===== src/hbdrv_pkg.sv =====
// Shared constants and types for the H-bridge drive block.
// Used by every module under src/.
package hbdrv_pkg;

  localparam int ADC_BITS_DEF  = 12;
  localparam int DUTY_BITS_DEF = 8;

  localparam int TENTHS_W   = 11;
  localparam int MAG_W      = 10;
  localparam int LOCK_W     = 16;
  localparam int CFG_IDX_W  = 3;
  localparam int CFG_DATA_W = 16;

  // Drive is in tenths of a percent; full scale is 100.0 percent
  localparam logic signed [TENTHS_W-1:0] TENTHS_MAX = 11'sd1000;
  localparam logic signed [TENTHS_W-1:0] TENTHS_MIN = -11'sd1000;
  localparam int DUTY_SCALE = 1000;
  localparam int DUTY_ROUND = 500;

  localparam logic OP_DRIVE = 1'b0;
  localparam logic OP_TICK  = 1'b1;

  typedef enum logic [CFG_IDX_W-1:0] {
    REG_DRIVER_ENABLE = 3'd0,
    REG_SENSE_PRESENT = 3'd1,
    REG_LIMIT_COUNTS  = 3'd2,
    REG_SOFT_LOCK     = 3'd3,
    REG_LOCKOUT_MS    = 3'd4
  } reg_idx_t;

  typedef struct packed {
    logic              driver_enable;
    logic              sense_present;
    logic              soft_lock;
    logic [LOCK_W-1:0] lockout_ms;
    logic              en_write;  // write to driver_enable this cycle
    logic              en_value;  // value being written
  } cfg_t;

endpackage


===== src/hbridge_drive_with_overcurrent_lockout.sv =====
// H-bridge drive with over-current lockout: top level, input and result registers.
// A request goes to the input register, then to the result register (m_tvalid).
// Throughput: one request per cycle unless m_tready stalls; fire frees the input.
// Reset (rst, synchronous): empties both registers, clears configuration,
// the lockout counter and the held PWM and bridge-enable outputs.
module hbridge_drive_with_overcurrent_lockout import hbdrv_pkg::*; #(
  parameter int ADC_BITS  = ADC_BITS_DEF,
  parameter int DUTY_BITS = DUTY_BITS_DEF
) (
  input  logic clk,
  input  logic rst,
  input  logic s_tvalid,
  output logic s_tready,
  // drive_tenths, sense_left, sense_right
  input  logic [((TENTHS_W + 2*ADC_BITS + 7) / 8) * 8 - 1:0] s_tdata,
  // opcode
  input  logic s_tuser,
  output logic m_tvalid,
  input  logic m_tready,
  // pwm_left, pwm_right, bridge_on, locked_out, overcurrent_event, current_peak
  output logic [((2*DUTY_BITS + 3 + ADC_BITS + 7) / 8) * 8 - 1:0] m_tdata,
  input  logic                  cfg_we,
  input  logic [CFG_IDX_W-1:0]  cfg_index,
  input  logic [CFG_DATA_W-1:0] cfg_data
);

  localparam int OUT_W     = 2*DUTY_BITS + 3 + ADC_BITS;
  localparam int OUT_TDATA = ((OUT_W + 7) / 8) * 8;

  cfg_t                cfg;
  logic [ADC_BITS-1:0] limit_counts;

  logic                       in_full;
  logic                       in_opcode;
  logic signed [TENTHS_W-1:0] in_tenths;
  logic [ADC_BITS-1:0]        in_sense_left;
  logic [ADC_BITS-1:0]        in_sense_right;
  logic                       fire;

  logic [DUTY_BITS-1:0] duty_left;
  logic [DUTY_BITS-1:0] duty_right;
  logic [DUTY_BITS-1:0] pwm_left;
  logic [DUTY_BITS-1:0] pwm_right;
  logic                 bridge_on;
  logic                 locked_out;
  logic                 overcurrent_event;
  logic [ADC_BITS-1:0]  current_peak;

  assign fire     = in_full && (!m_tvalid || m_tready);
  assign s_tready = !in_full || fire;

  always_ff @(posedge clk) begin
    if (rst) begin
      in_full <= 1'b0;
    end else if (s_tvalid && s_tready) begin
      in_full <= 1'b1;
    end else if (fire) begin
      in_full <= 1'b0;
    end
  end

  always_ff @(posedge clk) begin
    if (s_tvalid && s_tready) begin
      in_opcode      <= s_tuser;
      in_tenths      <= s_tdata[TENTHS_W-1:0];
      in_sense_left  <= s_tdata[TENTHS_W +: ADC_BITS];
      in_sense_right <= s_tdata[TENTHS_W + ADC_BITS +: ADC_BITS];
    end
  end

  hbdrv_cfg #(
    .ADC_BITS(ADC_BITS)
  ) u_cfg (
    .clk          (clk),
    .rst          (rst),
    .cfg_we       (cfg_we),
    .cfg_index    (cfg_index),
    .cfg_data     (cfg_data),
    .cfg          (cfg),
    .limit_counts (limit_counts)
  );

  hbdrv_duty #(
    .DUTY_BITS(DUTY_BITS)
  ) u_duty (
    .drive_tenths (in_tenths),
    .duty_left    (duty_left),
    .duty_right   (duty_right)
  );

  hbdrv_ctrl #(
    .ADC_BITS  (ADC_BITS),
    .DUTY_BITS (DUTY_BITS)
  ) u_ctrl (
    .clk               (clk),
    .rst               (rst),
    .cfg               (cfg),
    .limit_counts      (limit_counts),
    .fire              (fire),
    .opcode            (in_opcode),
    .sense_left        (in_sense_left),
    .sense_right       (in_sense_right),
    .duty_left         (duty_left),
    .duty_right        (duty_right),
    .pwm_left          (pwm_left),
    .pwm_right         (pwm_right),
    .bridge_on         (bridge_on),
    .locked_out        (locked_out),
    .overcurrent_event (overcurrent_event),
    .current_peak      (current_peak)
  );

  always_ff @(posedge clk) begin
    if (rst) begin
      m_tvalid <= 1'b0;
    end else if (fire) begin
      m_tvalid <= 1'b1;
    end else if (m_tready) begin
      m_tvalid <= 1'b0;
    end
  end

  always_ff @(posedge clk) begin
    if (fire) begin
      m_tdata <= OUT_TDATA'({current_peak, overcurrent_event, locked_out, bridge_on,
                             pwm_right, pwm_left});
    end
  end

endmodule


===== src/hbdrv_cfg.sv =====
// Configuration register file for the H-bridge drive block.
// Depends on hbdrv_pkg.
module hbdrv_cfg import hbdrv_pkg::*; #(
  parameter int ADC_BITS = ADC_BITS_DEF
) (
  input  logic                  clk,
  input  logic                  rst,
  input  logic                  cfg_we,
  input  logic [CFG_IDX_W-1:0]  cfg_index,
  input  logic [CFG_DATA_W-1:0] cfg_data,
  output cfg_t                  cfg,
  output logic [ADC_BITS-1:0]   limit_counts
);

  logic              driver_enable;
  logic              sense_present;
  logic              soft_lock;
  logic [LOCK_W-1:0] lockout_ms;

  always_ff @(posedge clk) begin
    if (rst) begin
      driver_enable <= 1'b0;
      sense_present <= 1'b0;
      soft_lock     <= 1'b0;
      lockout_ms    <= '0;
      limit_counts  <= '0;
    end else if (cfg_we) begin
      case (cfg_index)
        REG_DRIVER_ENABLE: driver_enable <= cfg_data[0];
        REG_SENSE_PRESENT: sense_present <= cfg_data[0];
        REG_LIMIT_COUNTS:  limit_counts  <= cfg_data[ADC_BITS-1:0];
        REG_SOFT_LOCK:     soft_lock     <= cfg_data[0];
        REG_LOCKOUT_MS:    lockout_ms    <= cfg_data[LOCK_W-1:0];
        default: ;
      endcase
    end
  end

  always_comb begin
    cfg.driver_enable = driver_enable;
    cfg.sense_present = sense_present;
    cfg.soft_lock     = soft_lock;
    cfg.lockout_ms    = lockout_ms;
    cfg.en_write      = cfg_we && (cfg_index == REG_DRIVER_ENABLE);
    cfg.en_value      = cfg_data[0];
  end

endmodule


===== src/hbdrv_duty.sv =====
// Drive-to-duty scaling: clamp, magnitude, and rounded scale by (2^DUTY_BITS-1)/1000.
// Depends on hbdrv_pkg.
module hbdrv_duty import hbdrv_pkg::*; #(
  parameter int DUTY_BITS = DUTY_BITS_DEF
) (
  input  logic signed [TENTHS_W-1:0] drive_tenths,
  output logic [DUTY_BITS-1:0]       duty_left,
  output logic [DUTY_BITS-1:0]       duty_right
);

  // x = mag*(2^D-1)+500 stays below 2^(D+10); the reciprocal below gives an
  // exact floor(x/1000) for every x of that width.
  localparam int X_W   = DUTY_BITS + MAG_W;
  localparam int R_W   = DUTY_BITS + 11;
  localparam int SHIFT = X_W + MAG_W;
  localparam int P_W   = X_W + R_W;
  localparam logic [63:0] RECIP_FULL =
    ((64'd1 << SHIFT) + 64'(DUTY_SCALE - 1)) / 64'(DUTY_SCALE);
  localparam logic [R_W-1:0] RECIP = RECIP_FULL[R_W-1:0];

  logic signed [TENTHS_W-1:0] clamped;
  logic signed [TENTHS_W-1:0] abs_val;
  logic [MAG_W-1:0]           mag;
  logic [X_W-1:0]             x;
  logic [P_W-1:0]             prod;
  logic [DUTY_BITS-1:0]       duty;

  always_comb begin
    if (drive_tenths > TENTHS_MAX) begin
      clamped = TENTHS_MAX;
    end else if (drive_tenths < TENTHS_MIN) begin
      clamped = TENTHS_MIN;
    end else begin
      clamped = drive_tenths;
    end
    abs_val = clamped[TENTHS_W-1] ? -clamped : clamped;
    mag     = abs_val[MAG_W-1:0];
    x       = (X_W'(mag) << DUTY_BITS) - X_W'(mag) + X_W'(DUTY_ROUND);
    prod    = P_W'(x) * P_W'(RECIP);
    duty    = prod[SHIFT +: DUTY_BITS];
    duty_left  = clamped[TENTHS_W-1] ? '0 : duty;
    duty_right = clamped[TENTHS_W-1] ? duty : '0;
  end

endmodule


===== src/hbdrv_ctrl.sv =====
// Lockout counter, held bridge outputs and per-request decision logic.
// Depends on hbdrv_pkg; takes duty values from hbdrv_duty.
module hbdrv_ctrl import hbdrv_pkg::*; #(
  parameter int ADC_BITS  = ADC_BITS_DEF,
  parameter int DUTY_BITS = DUTY_BITS_DEF
) (
  input  logic                 clk,
  input  logic                 rst,
  input  cfg_t                 cfg,
  input  logic [ADC_BITS-1:0]  limit_counts,
  input  logic                 fire,
  input  logic                 opcode,
  input  logic [ADC_BITS-1:0]  sense_left,
  input  logic [ADC_BITS-1:0]  sense_right,
  input  logic [DUTY_BITS-1:0] duty_left,
  input  logic [DUTY_BITS-1:0] duty_right,
  output logic [DUTY_BITS-1:0] pwm_left,
  output logic [DUTY_BITS-1:0] pwm_right,
  output logic                 bridge_on,
  output logic                 locked_out,
  output logic                 overcurrent_event,
  output logic [ADC_BITS-1:0]  current_peak
);

  logic [LOCK_W-1:0]    lockout_left;
  logic [DUTY_BITS-1:0] held_pwm_left;
  logic [DUTY_BITS-1:0] held_pwm_right;
  logic                 held_bridge_on;

  logic [LOCK_W-1:0]    lockout_left_next;
  logic [DUTY_BITS-1:0] held_pwm_left_next;
  logic [DUTY_BITS-1:0] held_pwm_right_next;
  logic                 held_bridge_on_next;
  logic [ADC_BITS-1:0]  peak_raw;

  always_comb begin
    peak_raw            = (sense_left > sense_right) ? sense_left : sense_right;
    lockout_left_next   = lockout_left;
    held_pwm_left_next  = held_pwm_left;
    held_pwm_right_next = held_pwm_right;
    held_bridge_on_next = held_bridge_on;
    overcurrent_event   = 1'b0;
    current_peak        = '0;
    if (opcode == OP_TICK) begin
      if (lockout_left != '0) lockout_left_next = lockout_left - 1'b1;
    end else if (cfg.driver_enable) begin
      if (cfg.sense_present) current_peak = peak_raw;
      held_bridge_on_next = 1'b1;
      if (lockout_left != '0) begin
        held_pwm_left_next  = '0;
        held_pwm_right_next = '0;
      end else if (cfg.sense_present && (limit_counts != '0) &&
                   (peak_raw >= limit_counts)) begin
        overcurrent_event = 1'b1;
        if (cfg.soft_lock) lockout_left_next = cfg.lockout_ms;
        held_pwm_left_next  = '0;
        held_pwm_right_next = '0;
      end else begin
        held_pwm_left_next  = duty_left;
        held_pwm_right_next = duty_right;
      end
    end
    pwm_left   = held_pwm_left_next;
    pwm_right  = held_pwm_right_next;
    bridge_on  = held_bridge_on_next;
    locked_out = (lockout_left_next != '0);
  end

  always_ff @(posedge clk) begin
    if (rst) begin
      lockout_left   <= '0;
      held_pwm_left  <= '0;
      held_pwm_right <= '0;
      held_bridge_on <= 1'b0;
    end else if (cfg.en_write) begin
      // start or stop both park the bridge; stop also drops any lockout
      held_pwm_left  <= '0;
      held_pwm_right <= '0;
      held_bridge_on <= 1'b0;
      if (!cfg.en_value) lockout_left <= '0;
    end else if (fire) begin
      lockout_left   <= lockout_left_next;
      held_pwm_left  <= held_pwm_left_next;
      held_pwm_right <= held_pwm_right_next;
      held_bridge_on <= held_bridge_on_next;
    end
  end

endmodule

===== config.mk =====
export PLATFORM = sky130hd
export DESIGN_NAME = hbridge_drive_with_overcurrent_lockout
export DESIGN_NICKNAME = d
export VERILOG_FILES = /design/src/hbdrv_pkg.sv /design/src/hbridge_drive_with_overcurrent_lockout.sv /design/src/hbdrv_cfg.sv /design/src/hbdrv_duty.sv /design/src/hbdrv_ctrl.sv
export SDC_FILE = /design/constraint.sdc
export NUM_CORES = 1
export LEC_CHECK = 0
export BUFFER_PORTS_ARGS = -buffer_cell sky130_fd_sc_hd__buf_2
export CORE_ASPECT_RATIO = 1.5
export CORE_MARGIN = 3
export CORE_UTILIZATION = 66
export DETAILED_ROUTE_END_ITERATION = 10
export GPL_TIMING_DRIVEN = 0
export PLACE_DENSITY = 0.95
export RECOVER_POWER = 25
export SYNTH_ARGS = -nofsm -noshare
export SYNTH_HDL_FRONTEND = slang
export SYNTH_SLANG_ARGS = --single-unit

===== constraint.sdc =====
create_clock -name clk -period 15.9 [get_ports clk]
set_clock_uncertainty 0.1 [all_clocks]
set_input_delay 3.18 -clock clk [delete_from_list [all_inputs] [get_ports clk]]
set_output_delay 3.18 -clock clk [all_outputs]
set_load 0.01 [all_outputs]

Yosys cells after proc, flatten, opt, wreduce, memory -nomap -nowiden
Cells that the tools add are included.
W data, S select, Z words.
{ "classes": {"n_addsub": 4, "multipliers": 1, "n_lt_le_gt_ge": 4, "n_eq_ne": 5, "n_mux": 30, "n_bitwise": 2, "reduce_logical": 25} }
{ "ops": {"columns": ["operator", "count"], "rows": [
  ["$mux W16", 9],
  ["$mux W8", 10],
  ["$mul A18 B17 Y34 const B", 1],
  ["$reduce_bool A16 Y1", 2],
  ["$mux W11", 2],
  ["$add A18 B9 Y18 const B", 1],
  ["$sub A18 B10 Y18", 1],
  ["$sub A16 B1 Y16 const B", 1],
  ["$ge A12 B12 Y1", 1],
  ["$gt A12 B12 Y1", 1],
  ["$mux W12", 1],
  ["$reduce_and A2 Y1", 6],
  ["$reduce_bool A12 Y1", 1],
  ["$gt A11 B11 Y1 const B", 1],
  ["$lt A11 B11 Y1 const B", 1],
  ["$mux W10", 1],
  ["$neg A10 Y10", 1],
  ["$mux W1", 7],
  ["$eq A3 B2 Y1 const B", 2],
  ["$reduce_bool A2 Y1", 3],
  ["$reduce_or A3 Y1", 2],
  ["$logic_and A1 B1 Y1", 5],
  ["$eq A3 B1 Y1 const B", 1],
  ["$eq A3 B3 Y1 const B", 1],
  ["other kinds (6)", 9]
]} }
{ "word_totals": {"ff_bits": 133, "out_inout_bits": 34} }

Longest topological paths before layout
Gate-level depths: netlist of the first run.
{ "depth": {"word_depth": 13, "mapped_depth": 42, "depth_no_buf": 40} }

Modules after synthesis
From an unflattened synthesis of the first run, not the netlist that was laid out.
{ "unflattened": {"cells_unflattened": 1142, "area_unflattened_um2": 11310.8} }
{ "modules_own_cells": {"columns": ["mod", "instances", "cells_each", "area_per_inst_um2", "seq_area_each_um2"], "rows": [
  ["hbdrv_duty", 1, 559, 4838.4, 0.0],
  ["hbdrv_ctrl", 1, 378, 2987.9, 660.6],
  ["hbridge_drive_with_overcurrent_lockout", 1, 79, 2127.0, 2052.0],
  ["hbdrv_cfg", 1, 126, 1357.6, 620.6]
]} }

Worst setup path before layout of the first run
No wires, ideal clock.
{ "synth_timing": {"path_kind": "flip-flop to flip-flop", "start": "reg in_tenths[4]", "end": "reg m_tdata[15], data pin", "setup_ns": 0.258, "t_arrival_ns": 8.608, "setup_slack_ns": 6.934, "stages_incl_launch_ff": 42, "path_buffers": 2, "period_less_slack_ns": 8.966, "path_cell_list": "edfxtp_1 -> clkbuf_1 -> a21oi_1 -> nand2_1 -> nand2_1 -> ha_1 -> clkbuf_1 -> a21oi_1 -> nand2_1 -> ha_1 -> or3b_2 -> nor4_1 -> nor2_1 -> o221ai_1 -> nand2_1 -> ha_1 -> inv_1 -> ha_1 -> (+6 left out) -> ha_1 -> inv_1 -> fa_1 -> inv_1 -> fa_1 -> fa_1 -> inv_1 -> fa_1 -> inv_1 -> ha_1 -> a21oi_1 -> or4b_1 -> a21oi_1 -> a31oi_1 -> o221ai_2 -> o221a_2 -> xnor2_1 -> o21ai_1"} }
{ "synth_between": {"elab_chain_len": 13, "elab_cells_between_ends": 14, "classes_between": "3 x add/sub; 1 x mul; 2 x order compare; 8 x mux"} }
{ "synth_rtl": {"columns": ["element", "line", "source"], "rows": [
  ["start: declaration", "hbridge_drive_with_overcurrent_lockout.sv:35", "logic signed [TENTHS_W-1:0] in_tenths;"],
  ["start signal: assignment", "hbridge_drive_with_overcurrent_lockout.sv:65", "in_tenths <= s_tdata[TENTHS_W-1:0];"],
  ["$lt A11 B11 Y1", "hbdrv_duty.sv:31", "end else if (drive_tenths < TENTHS_MIN) begin"],
  ["$mux W11", "hbdrv_duty.sv:31", null],
  ["$mux W11 (*)", "hbdrv_duty.sv:29", "if (drive_tenths > TENTHS_MAX) begin"],
  ["$neg A10 Y10", "hbdrv_duty.sv:36", "abs_val = clamped[TENTHS_W-1] ? -clamped : clamped;"],
  ["$mux W10", "hbdrv_duty.sv:36", null],
  ["$sub A18 B10 Y18", "hbdrv_duty.sv:38", "x = (X_W'(mag) << DUTY_BITS) - X_W'(mag) + X_W'(DUTY_ROUND);"],
  ["$add A18 B9 Y18", "hbdrv_duty.sv:38", null],
  ["$mul A18 B17 Y34", "hbdrv_duty.sv:39", "prod = P_W'(x) * P_W'(RECIP);"],
  ["$mux W8 (*)", "hbdrv_duty.sv:42", "duty_right = clamped[TENTHS_W-1] ? duty : '0;"],
  ["$mux W8 (*)", "hbdrv_ctrl.sv:52", "end else if (cfg.sense_present && (limit_counts != '0) &&"],
  ["$mux W8 (*)", "hbdrv_ctrl.sv:49", "if (lockout_left != '0) begin"],
  ["$mux W8 (*)", "hbdrv_ctrl.sv:46", "end else if (cfg.driver_enable) begin"],
  ["$mux W8 (*)", "hbdrv_ctrl.sv:44", "if (opcode == OP_TICK) begin"],
  ["named net pwm_right[7]", "hbridge_drive_with_overcurrent_lockout.sv:43", "logic [DUTY_BITS-1:0] pwm_right;"],
  ["end signal: assignment", "hbridge_drive_with_overcurrent_lockout.sv:125", "m_tdata <= OUT_TDATA'({current_peak, overcurrent_event, locked_out, bridge_on,"],
  ["end: declaration", "hbridge_drive_with_overcurrent_lockout.sv:21", "output logic [((2*DUTY_BITS + 3 + ADC_BITS + 7) / 8) * 8 - 1:0] m_tdata,"]
]} }
The timed path passes the listed nets; every way through them passes the cells marked *.
A chain may end at the register's enable or synchronous reset.

Worst setup path after layout of the first run
{ "layout_timing": {"start": "reg in_tenths[4]", "end": "reg m_tdata[2], data pin"} }
{ "layout_between": {"elab_chain_len": 13, "elab_cells_between_ends": 14, "classes_between": "3 x add/sub; 1 x mul; 2 x order compare; 8 x mux"} }
{ "layout_rtl": {"columns": ["element", "line", "source"], "rows": [
  ["$lt A11 B11 Y1", "hbdrv_duty.sv:31", null],
  ["$mux W11", "hbdrv_duty.sv:31", null],
  ["$mux W11 (*)", "hbdrv_duty.sv:29", null],
  ["$neg A10 Y10", "hbdrv_duty.sv:36", null],
  ["$mux W10", "hbdrv_duty.sv:36", null],
  ["$sub A18 B10 Y18", "hbdrv_duty.sv:38", null],
  ["$add A18 B9 Y18", "hbdrv_duty.sv:38", null],
  ["$mul A18 B17 Y34", "hbdrv_duty.sv:39", null],
  ["$mux W8 (*)", "hbdrv_duty.sv:41", "duty_left = clamped[TENTHS_W-1] ? '0 : duty;"],
  ["$mux W8 (*)", "hbdrv_ctrl.sv:52", null],
  ["$mux W8 (*)", "hbdrv_ctrl.sv:49", null],
  ["$mux W8 (*)", "hbdrv_ctrl.sv:46", null],
  ["$mux W8 (*)", "hbdrv_ctrl.sv:44", null],
  ["named net pwm_left[2]", "hbridge_drive_with_overcurrent_lockout.sv:42", "logic [DUTY_BITS-1:0] pwm_left;"]
]} }
Marked as above.

==> summary.md, run 1 <==
| Metric | Value |
|---|---|
| Status | completed |
| # clock sinks | between 100 and 150 |
| Drt pass-1 iters | 6 |
| DRT iter0 DRCs | between 800 and 900 |
| Initial Utilization | approximately two thirds |
| CTS tree | done |
| Wire per inst | between 15 and 20 um |
| Seq/Total Area, Yosys | a little under a third |
| Ports | 99 |
| Synth cell types | 76 |
| Hold Crit Start | u_ctrl.held_pwm_left[1] |
| Critical path startpoint | in_tenths[4] |
| CP Class | reg2reg |
| Setup violators final | 0 |
| Post-CTS Resized | 0 |
| R2r startpoint | in_tenths[4] |
| Hold_buf cts | 0 |
| Fin. Hold Viols | 0 |
| CP Data Arrival Time | around 11000 ps |
| Drt total wl | between 20000 and 30000 um |
| First-pass GRT wire length | roughly 47000 um |
| Worst setup SP type | flop |
| Layout Nets | ~1600 |
| Seq cells post-synth | between 100 and 150 |
| Via count | just under 10000 |
| Total gr overflow | 0 |
| Layout Utilization | 75.6% |
| Vias in the first global route | 10100 |
| HP Class | reg2reg |
| Fmax | 0.0922 GHz |
| RSZ-0062 raised after global routing | no |
| Crit share post-route | a little under 70% |
| Port Buf Inserts | 91 |
| Drt via density | ~6.3 |
| Initial antenna violation count | 0 |
| Ys async rst share | 0% |
| Slew Viols, Final | 0 |
| Max-cap check violation count | 0 |
| Ys flop type | edfxtp_1 |
| Cell count after synthesis | approximately 1200 |
| Worst skew pair latency | around 430 ps |
| Clock Path Buffers | 2 |
| Worst Tran Pin Value | roughly 1100 ps |
| EDFF count, synth | 67 |
| Largest net degree at the start of global routing | 38 |
| Post-DRT Antenna Nets | 0 |
| Worst Hold Slack | 354 ps |
| Final GP Congestion | roughly 0.93 |
| Row count | between 50 and 60 |
| Core Area | 0.0163 mm^2 |
| Warnings, synthesis | 0 |
| Fraction of layout cells with a size suffix above 1 | between 10% and 20% |
| Detailed Place HPWL | around 22000 um |
| Die area | roughly 0.018 mm^2 |
| Crit-path max FO | 10 |
| TNS Setup | 0 ps |
| WP data required | around 16000 ps |
| Number of buffers created by CTS | 17 |
| Max incr delay on CP | 890 ps |
| Root Driver | clkbuf_16 |
| Tot GR Track Use | 31.9% |
| Die Y | 165 um |
| Crit. End Element | flop |
| CP most frequent cell | ha_1 |
| Die Wd | about 110 um |
| DRC | 0 |
| Post-CTS Setup Bufs | 0 |
| Syn avg cell area | about 9 um^2 |
| Most frequent cells in the layout | ha_1, inv_1, nand2_1, buf_2, a21oi_1 |
| Syn nets | 1505 |
| Clock-pin slew on the worst setup and hold paths | around 60 ps |
| Rel. slew slack | 24.1% |
| Commonest non-fill, non-tap cell in the layout | ha_1 |
| Syn-to-layout area delta | 11.6% |
| Tmin final | between 10000 and 15000 ps |
| Post-Syn Area | 0.0111 mm^2 |
| Slowest CP cell | o21ai_0 |
| Antenna Cells | 0 |
| CTS H-tree lvls | 4 |
[cell families after synthesis]
family	Yosys count	synth area share, %
simple gates	376	16.5
compound gates	233	13.5
fa+ha+maj	227	28.7
buf+inv	193	6.68
flops	133	30.1
xor+xnor	35	2.97
mux	15	1.49
other cells	1	0.0339
[path summary, 6_finish.rpt]
check / endpoint / slack, ps / cells after the start
hold reg to reg: u_ctrl.held_pwm_left[1] / 350 / 2
setup / recovery: m_tdata[2] / 5060 / 40
setup reg to reg: m_tdata[2] / 5060 / 40
hold / removal: u_ctrl.held_pwm_left[1] / 350 / 2
[critical path: cells and delay by family (launching register included)]
family | cells | cell delay, ps
compound gates | 13 | 3560
flops | 1 | 330
xor+xnor | 1 | 160
fa+ha+maj | 10 | 3870
buf+inv | 7 | 930
simple gates | 9 | 1670
[stage by stage]
step / instances / worst slack [ps] / instance area [um^2]
detailed placement: 1510 / 5360 / 11800
finish: 1542 / 5060 / 12400
floorplan: 1213 / 6930 / 11100
global route: 1542 / 4390 / 12400
CTS: 1542 / 5210 / 12400
global placement: 1510 / 5560 / 11800
[cell type report]
type | count | area [um^2]
clock buffer | 18 | 439
fill | 1046 | 3980
inverter | 150 | 563
sequential | 133 | 3330
tap | 206 | 258
clock inverter | 14 | 139
timing repair buffer | 91 | 448
multi-input combinational | 887 | 7000
buffer | 43 | 176
[registers in the layout, summed over array words and instances (netlist names)]
name and flops:
u_cfg.sense_present 1, u_cfg.driver_enable 1, u_cfg.lockout_ms 16, in_opcode 1
u_cfg.limit_counts 12, u_ctrl.held_bridge_on 1, u_ctrl.held_pwm_right 8, m_tdata 31
in_tenths 11, in_sense_right 12, u_cfg.soft_lock 1, m_tvalid 1
u_ctrl.lockout_left 16, in_sense_left 12, u_ctrl.held_pwm_left 8, in_full 1
[cell usage after synthesis (12+ instances only)]
cell | number | area (um^2)
ha_1 | 182 | 2280
inv_1 | 148 | 556
nand2_1 | 140 | 526
a21oi_1 | 80 | 400
edfxtp_1 | 67 | 2010
dfxtp_1 | 66 | 1320
nor2_1 | 65 | 244
fa_1 | 45 | 901
clkbuf_1 | 37 | 139
nand3_1 | 31 | 155
o21ai_0 | 30 | 150
a21o_1 | 23 | 173
nor3_1 | 22 | 110
nor2b_1 | 21 | 131
xnor2_1 | 19 | 166
a31oi_1 | 16 | 100
and2_1 | 15 | 93.8
a22oi_1 | 14 | 105
nand4_1 | 14 | 87.6
xor2_1 | 14 | 123
mux2_2 | 12 | 135
o21ai_1 | 12 | 60.1
[layer usage]
layer  global-route usage [%]  wire length, um
met2                     60.3            15600
met4                     20.7             1970
met5                        0                0
met3                     4.66             1750
met1                     32.3             9910
Power of run 1 is left out: the tool's default activity adds up to more than one toggle a clock period on the data nets, which glitch-free logic cannot reach.
==> run 2, diff against run 1 <==
Settings changed: CORE_UTILIZATION 66 to 61, PLACE_DENSITY 0.95 to 0.92.
Clock period 15.9 ns to 10.9 ns, I/O delays scaled along.
==> summary.md, run 2 (synthesis gave the netlist of run 1 again) <==
| Metric | Value |
|---|---|
| Total gr overflow | 0 (unchanged) |
| Max reg flops | 31 (unchanged) |
| Initial Utilization | 63.0% (was 67.8%) |
| Final GP Congestion | 0.934 (was 0.931) |
| Slowest CP cell | fa_1 (was o21ai_0) |
| Wire per inst | 18.7 um (was 19.0 um) |
| Rel. slew slack | 34.3% (was 24.1%) |
| Crit-path max FO | 10 (unchanged) |
| First-pass GRT wire length | 46400 um (was 47000 um) |
| Clock-pin slew on the worst setup and hold paths | 60 ps (about the same) |
| Setup violators final | 0 (unchanged) |
| Largest net degree at the start of global routing | 38 (unchanged) |
| Via count | 9512 (was 9765) |
| Port Buf Inserts | 91 (unchanged) |
| CP Data Arrival Time | 10550 ps (was 10960 ps) |
| Fin. Hold Viols | 0 (unchanged) |
| Fmax | 0.0951 GHz (was 0.0922 GHz) |
| CP Class | reg2reg (unchanged) |
| Die Wd | 116 um (was 112 um) |
| Fraction of layout cells with a size suffix above 1 | 11.9% (was 11.1%) |
| Drt total wl | 28900 um (was 29200 um) |
| Drt via density | 6.15 (was 6.33) |
| Core Area | 0.0176 mm^2 (was 0.0163 mm^2) |
| Worst setup SP type | flop (unchanged) |
| Tmin final | 10510 ps (was 10840 ps) |
| Largest registers | m_tdata (31), u_cfg.lockout_ms (16), u_ctrl.lockout_left (16) (unchanged) |
| Worst Hold Slack | 358 ps (was 354 ps) |
| Die Y | 171 um (was 165 um) |
| # clock sinks | 133 (unchanged) |
| Vias in the first global route | 9881 (was 10100) |
| Tot GR Track Use | 29.8% (was 31.9%) |
| Number of buffers created by CTS | 17 (unchanged) |
| Die area | 0.0198 mm^2 (was 0.0184 mm^2) |
| Worst skew pair latency | 440 ps (was 430 ps) |
| Layout Nets | 1613 (was 1615) |
| Antenna Cells | 0 (unchanged) |
| WP data required | 10940 ps (was 16020 ps) |
| Drt pass-1 iters | 9 (was 6) |
| Syn-to-layout area delta | 12.3% (was 11.6%) |
| Crit share post-route | 96.4% (was 68.2%) |
| Root Driver | clkbuf_16 (unchanged) |
| Post-CTS Setup Bufs | 0 (unchanged) |
| Most frequent cells in the layout | ha_1, inv_1, nand2_1, buf_2, a21oi_1 (unchanged) |
| HP Class | reg2reg (unchanged) |
| Most flop-heavy register | m_tdata (unchanged) |
| Ports | 99 (unchanged) |
| Slew Viols, Final | 0 (unchanged) |
| Worst Tran Pin Value | 979 ps (was 1130 ps) |
| Crit. End Element | flop (unchanged) |
| Commonest non-fill, non-tap cell in the layout | ha_1 (unchanged) |
| DRT iter0 DRCs | 573 (was 813) |
| CTS tree | done (unchanged) |
| Fillers | 1290 (was 1046) |
| Clock Path Buffers | 2 (unchanged) |
| Initial antenna violation count | 0 (unchanged) |
| Max-cap check violation count | 0 (unchanged) |
| DRC | 0 (unchanged) |
| Status | completed (unchanged) |
| Post-DRT Antenna Nets | 0 (unchanged) |
| CTS H-tree lvls | 4 (unchanged) |
| Detailed Place HPWL | 22000 um (was 22100 um) |
| Max incr delay on CP | 530 ps (was 890 ps) |
| Row count | 59 (was 57) |
-- run 2: cell count changes in the layout (fill, tap and decap cells not counted), moves of 2 or more --
cell | previous run | this run
clkbuf_1 | 43 | 40
inv_4 | 2 | 0
inv_6 | 6 | 4
inv_8 | 2 | 7
mux2_1 | 11 | 5
mux2_2 | 1 | 7
xor2_1 | 14 | 12
xor2_2 | 0 | 2
-- run 2: layer usage --
layer / up-vias / GRT usage [%] / part of all wire (%)
met5: - / 0 / 0
met4: 0 / 17.5 / 6.2
met3: 134 / 4.74 / 5.0
met2: 416 / 55.2 / 53
met1: 4521 / 31.2 / 36
li1: 4441 / - / -
-- run 2: area by class of cell --
class / count / area (um^2) / area share (%)
plain buffers: 41 / 169 / 1.36
inverters: 150 / 563 / 4.53
well taps: 213 / 267 / 2.14
clock inverters: 15 / 199 / 1.60
clock buffers: 17 / 425 / 3.42
multi-input cells: 887 / 7030 / 56.5
flip-flops and latches: 133 / 3330 / 26.8
repair buffers: 91 / 449 / 3.61
-- run 2: worst paths after layout --
path / start / slack [ps] / cells past startpoint / to
min: u_cfg.lockout_ms[5] / 360 / 2 / u_cfg.lockout_ms[5]
max reg2reg: in_tenths[8] / 390 / 39 / m_tdata[2]
min reg2reg: u_cfg.lockout_ms[5] / 360 / 2 / u_cfg.lockout_ms[5]
max: in_tenths[8] / 390 / 39 / m_tdata[2]
-- run 2: what timing repair did --
| action | CTS | global route |
|---|---|---|
| pin swaps | 0 | 0 |
| hold buffers | 0 | 0 |
| endpoints found under the hold margin | 0 | 0 |
| setup endpoints to repair | 2 | 26 |
| gates resized for setup | 1 | 4 |
-- run 2: critical path, delay by kind of cell (launching register included) --
family,cells,cell delay (ps)
flops,1,460
simple gates,12,2450
xor+xnor,1,290
fa+ha+maj,9,3590
compound gates,10,2590
buf+inv,7,730
-- run 2: stage by stage --
step	TNS (ps)	setup WS, ps	std cells	area, um^2	util, %
2_1_floorplan	0	1930	1213	11100	-
3_3_place_gp	0	417	1517	11800	67.1
3_5_place_dp	0	131	1517	11800	67.1
4_1_cts	0	60.9	1549	12400	70.7
5_1_grt	-576	-116	1547	12400	70.8
6_report	0	389	1547	12400	70.8
Power of run 2 is left out for the same reason.
